--- src/sv/htw_pkg.sv ---
// shared types and constants for the hashed timer wheel
// no dependencies; imported by htw_div and hashed_timer_wheel_unit
package htw_pkg;

    // operation codes of an input item
    localparam logic [1:0] OP_SCHEDULE = 2'd0;
    localparam logic [1:0] OP_CANCEL   = 2'd1;
    localparam logic [1:0] OP_DISPATCH = 2'd2;
    localparam logic [1:0] OP_QUERY    = 2'd3;

    // result status codes
    localparam logic [2:0] STS_OK        = 3'd0;
    localparam logic [2:0] STS_BAD_ID    = 3'd1;
    localparam logic [2:0] STS_TIME_BACK = 3'd2;
    localparam logic [2:0] STS_JUMP      = 3'd3;
    localparam logic [2:0] STS_NONE      = 3'd4;

    // configuration register indexes
    localparam logic REG_PRECISION = 1'b0;
    localparam logic REG_SLOTS     = 1'b1;

    localparam logic [15:0] PREC_RESET  = 16'd10;
    localparam logic [8:0]  SLOTS_RESET = 9'd256;
    localparam int          JUDGE_FACTOR = 10;

    // shared divider widths
    localparam int DIV_NW = 33;
    localparam int DIV_DW = 16;

    typedef struct packed {
        logic [1:0]  op;
        logic [5:0]  tmr_id;
        logic [31:0] trigger_ms;
        logic [31:0] interval_ms;
        logic [31:0] now_ms;
    } t_in;

    typedef struct packed {
        logic [2:0] status;
        logic       fired;
        logic [5:0] result_id;
        logic [6:0] fired_total;
        logic       last;
    } t_out;

    typedef struct packed {
        logic              start;
        logic [DIV_NW-1:0] num;
        logic [DIV_DW-1:0] den;
    } t_div_req;

    typedef struct packed {
        logic              done;
        logic [DIV_NW-1:0] quot;
        logic [DIV_DW-1:0] rem;
    } t_div_rsp;

endpackage

--- src/sv/htw_div.sv ---
// restoring divider, one quotient bit per cycle
// depends on htw_pkg for widths and request/response types
module htw_div
    import htw_pkg::*;
(
    input  logic     i_clk,
    input  logic     i_rst_n,
    input  t_div_req i_req,
    output t_div_rsp o_rsp
);
    localparam int CNTW = $clog2(DIV_NW);

    logic              r_busy, n_busy;
    logic              r_done, n_done;
    logic [CNTW-1:0]   r_cnt, n_cnt;
    logic [DIV_NW-1:0] r_q, n_q;
    logic [DIV_DW-1:0] r_r, n_r;
    logic [DIV_DW-1:0] r_den, n_den;
    logic [DIV_DW:0]   shifted;
    logic [DIV_DW:0]   diff;
    logic              ge;

    always_comb begin
        shifted = {r_r, r_q[DIV_NW-1]};
        ge      = shifted >= {1'b0, r_den};
        diff    = shifted - {1'b0, r_den};
        n_busy  = r_busy;
        n_done  = 1'b0;
        n_cnt   = r_cnt;
        n_q     = r_q;
        n_r     = r_r;
        n_den   = r_den;
        if (i_req.start) begin
            n_busy = 1'b1;
            n_cnt  = '0;
            n_q    = i_req.num;
            n_r    = '0;
            n_den  = i_req.den;
        end else if (r_busy) begin
            n_q = {r_q[DIV_NW-2:0], ge};
            n_r = ge ? diff[DIV_DW-1:0] : shifted[DIV_DW-1:0];
            n_cnt = r_cnt + CNTW'(1);
            if (r_cnt == CNTW'(DIV_NW - 1)) begin
                n_busy = 1'b0;
                n_done = 1'b1;
            end
        end
    end

    always_ff @(posedge i_clk) begin
        if (!i_rst_n) begin
            r_busy <= 1'b0;
            r_done <= 1'b0;
            r_cnt  <= '0;
        end else begin
            r_busy <= n_busy;
            r_done <= n_done;
            r_cnt  <= n_cnt;
        end
        r_q   <= n_q;
        r_r   <= n_r;
        r_den <= n_den;
    end

    assign o_rsp = '{done: r_done, quot: r_q, rem: r_r};
endmodule

--- config.mk ---
export PLATFORM = sky130hd
export DESIGN_NAME = htw_div
export DESIGN_NICKNAME = d
export VERILOG_FILES = /design/src/sv/htw_pkg.sv /design/src/sv/htw_div.sv
export SDC_FILE = /design/constraint.sdc
export NUM_CORES = 1
export LEC_CHECK = 0
export BUFFER_PORTS_ARGS = -buffer_cell sky130_fd_sc_hd__buf_2
export CORE_ASPECT_RATIO = 0.6
export CORE_MARGIN = 3
export CORE_UTILIZATION = 55
export CTS_CLUSTER_DIAMETER = 50
export CTS_CLUSTER_SIZE = 20
export DETAILED_ROUTE_END_ITERATION = 6
export GPL_ROUTABILITY_DRIVEN = 0
export PLACE_DENSITY = 0.82
export SYNTH_ARGS = -nofsm -noshare
export SYNTH_HDL_FRONTEND = slang
export SYNTH_SLANG_ARGS = --single-unit
--- constraint.sdc ---
create_clock -name i_clk -period 3.8 [get_ports i_clk]
set_clock_uncertainty 0.15 [all_clocks]
set_input_delay 0 -clock i_clk [delete_from_list [all_inputs] [get_ports i_clk]]
set_output_delay 0 -clock i_clk [all_outputs]
set_load 0.02 [all_outputs]
==> metrics.cfg <==
[status]
outcome = finished, final reports clean

[yosys]
synth_top_area_cell = edfxtp_1
ys_types = 58
synthFlopType = edfxtp_1
synth_seq_area_share_pct = 47.8
synthArstFlopShare_pct = 0
synth_area_mm2 = 0.00409
avgSynthCellArea_um2 = 10.7
ys_warn_count = 0
synthTopCellsByArea = edfxtp_1, dfxtp_1, mux2_2, ha_1, nor2_1
synth_enable_flop_cells = 49
synth_top_area_share_pct = 36.0
syn_inst = 382
synth-seq-cells = 73
mappedNetlistNets = 453

[placement]
port_buffers = 101
post-dp-hpwl_um = 7110

[power]
switching_share_pct = 26.9
power.switching_uw = 623
p_int_mw = 1.69
p_total_mw = 2.32
comb_power_share_pct = 20.4
ir_worst_vdd_v = 0.000331
cellLeakagePower_nw = 2.29
power_frac_seq_pct = 41.5
pwr_density_cell_mw_per_mm2 = 428
clock_power_share_pct = 38.1

[global_routing]
grt_usage_pct = 27.1
grt_pass1_vias = 3566
grt.overflow.total = 0
grt_start_max_net_pins = 41
antenna_found_initial = 0
grt_pass1_wl_um = 17600

[die]
pin_count = 102
coreArea_mm2 = 0.00694
rows = 23
die_w_um = 117
chipHeight_um = 72.8
start_util_pct = 58.9
die_area_mm2 = 0.00854

[layout]
final_common_cell = buf_2
drive_above_1_share_pct = 31.1
areaGrowthSynthToFinish_pct = 32.5
final_cell_mix = buf_2, dlygate4sd3_1, edfxtp_1
nets = 597

[sta]
fin_tns_setup_ns = 0
tightest_slew_ns = 1.18
fin_crit_ns = 3.08
grt_setup_unrepaired = no
relSlewSlack_pct = 20.6
hold_violations = 0
period_share_pct = 81.0
final_max_slew_viol_count = 0
setup_viol = 0
max_freq_mhz = 325

[critical_path]
cp_slowest_stage_delay_ns = 0.94
critPathTopFamily = compound AO/OA/AOI/OAI gates
criticalPathCategory = register to register
critPathMaxFanout = 11
reg2reg_setup_slack_ns = 0.72
worstSetupEndpointType = register
required_ns = 3.90
path_buf_inv = 1
critPathArrivalTime_ns = 3.18
cp-start-kind = register
cp_cell_sequence = inv_1 -> ha_1 -> and3_1 -> nand3_1 -> o21ai_0 -> nand3_1 -> o211ai_1
critPathMostFrequentCell = nand3_1
slowest_stage = o21ai_0

[clock_tree]
clockBufferDepth = 2
cts_buffers = 9
cts-root-buf = clkbuf_16
post_cts_buffers = 0
cts_tree = done
clkSlewWorstSetupHoldPaths_ns = 0.06
cts_max_level = 3
cts.sink_count = 73
clock_latency_ns = 0.34

[flow_run]
maxCapViolations = 0

[detailed_routing]
dr_total_vias = 3558
drt_iter0_markers = 376
wl_per_cell_um = 17.3
vias_per_cell = 5.63
drc = 0
postRouteAntennaNets = 0
dr.pass1.iters = 5
totalWireLength_um = 10900

[hold_path]
worstHoldPathType = input port to register

[cells by family after synthesis]
family                   Yosys count  share of synthesized area, %
multiplexers                      36                          9.83
XOR/XNOR                          11                          2.36
flip-flops                        73                          47.8
AO/OA/AOI/OAI                     79                          14.8
buffers and inverters             46                          5.54
AND/OR/NAND/NOR                  118                          13.7
adder cells (fa/ha/maj)           19                          6.00
[Yosys cell counts, drive strengths merged, types with 2 or more instances]
master / n
nand4: 8
nor2b: 5
o311ai: 2
xnor2: 3
o2111ai: 4
a21o: 5
a311oi: 6
o211ai: 8
inv: 25
or3: 2
a21oi: 16
nor2: 39
o21ai: 23
xor2: 8
and3: 2
nor3: 7
a31oi: 2
nand2: 27
edfxtp: 49
and2: 2
clkbuf: 11
o211a: 2
mux2: 33
buf: 10
a2111oi: 3
mux2i: 3
nand3: 12
dfxtp: 24
nor4: 2
a211oi: 2
nand2b: 5
ha: 18
or2: 2
nand3b: 2
[sequential cells by signal, indices dropped and copies added (netlist names)]
name	flops
r_q	33
r_busy	1
r_done	1
r_cnt	6
r_r	16
r_den	16
[layout make-up]
cell class | count | area (um2)
flip-flops and latches | 73 | 1950
multi-input cells | 263 | 1910
fillers | 424 | 1520
repair buffers | 154 | 1030
clock buffers | 12 | 236
well taps | 100 | 125
inverters | 25 | 93.8
clock inverters | 4 | 68.8
diodes | 1 | 2.50
[power groups by stage]
| stage | clock, mW | sequential (mW) | combinational (mW) |
|---|---|---|---|
| final | 0.883 | 0.960 | 0.472 |
| after global routing | 0.923 | 0.967 | 0.512 |
| after CTS | 0.892 | 0.958 | 0.462 |
| after detailed placement | 0 | 0.973 | 0.419 |
| after global placement | 0 | 0.970 | 0.411 |
| after floorplan | 0 | 1.02 | 0.249 |
[path summary, 6_finish.rpt]
| kind | start | endpoint | cells past startpoint |
|---|---|---|---|
| worst max register to register | r_den[13]$_DFFE_PP_ | r_r[12]$_SDFFE_PP0P_ | 7 |
| worst min register to register | r_cnt[5]$_SDFFE_PP0P_ | r_cnt[5]$_SDFFE_PP0P_ | 2 |
| worst min-delay path | i_req[49] | r_den[0]$_DFFE_PP_ | 1 |
| worst max-delay path | r_den[13]$_DFFE_PP_ | r_r[12]$_SDFFE_PP0P_ | 7 |
[through the flow]
step / setup slack (ns) / cells / hold WS (ns) / instance area (um2) / utilization [%]
finish: 0.721 / 632 / 0.0936 / 5420 / 78.1
global route: 0.519 / 631 / 0.109 / 5410 / 78.1
CTS: 0.857 / 631 / 0.0651 / 5410 / 78.1
detailed placement: 0.929 / 565 / 0.0281 / 4610 / 66.4
global placement: 1.06 / 565 / 0.0260 / 4610 / 66.4
floorplan: 1.35 / 382 / -0.0511 / 4090 / -
[what timing repair did]
item,4_1_cts,5_1_grt
endpoints found under the hold margin,57,0
hold buffers,50,0
gates resized for setup,0,0
[per-layer routing]
layer	share of wire, %	routed length, um	GRT usage, %	vias to the layer above
li1	-	-	-	1696
met1	44	4780	36.0	1679
met2	47	5090	42.8	162
met3	7.5	813	7.46	21
met4	2.0	214	9.67	0
met5	0	0	0	-
No activity file was read; power rests on OpenSTA's default activity.
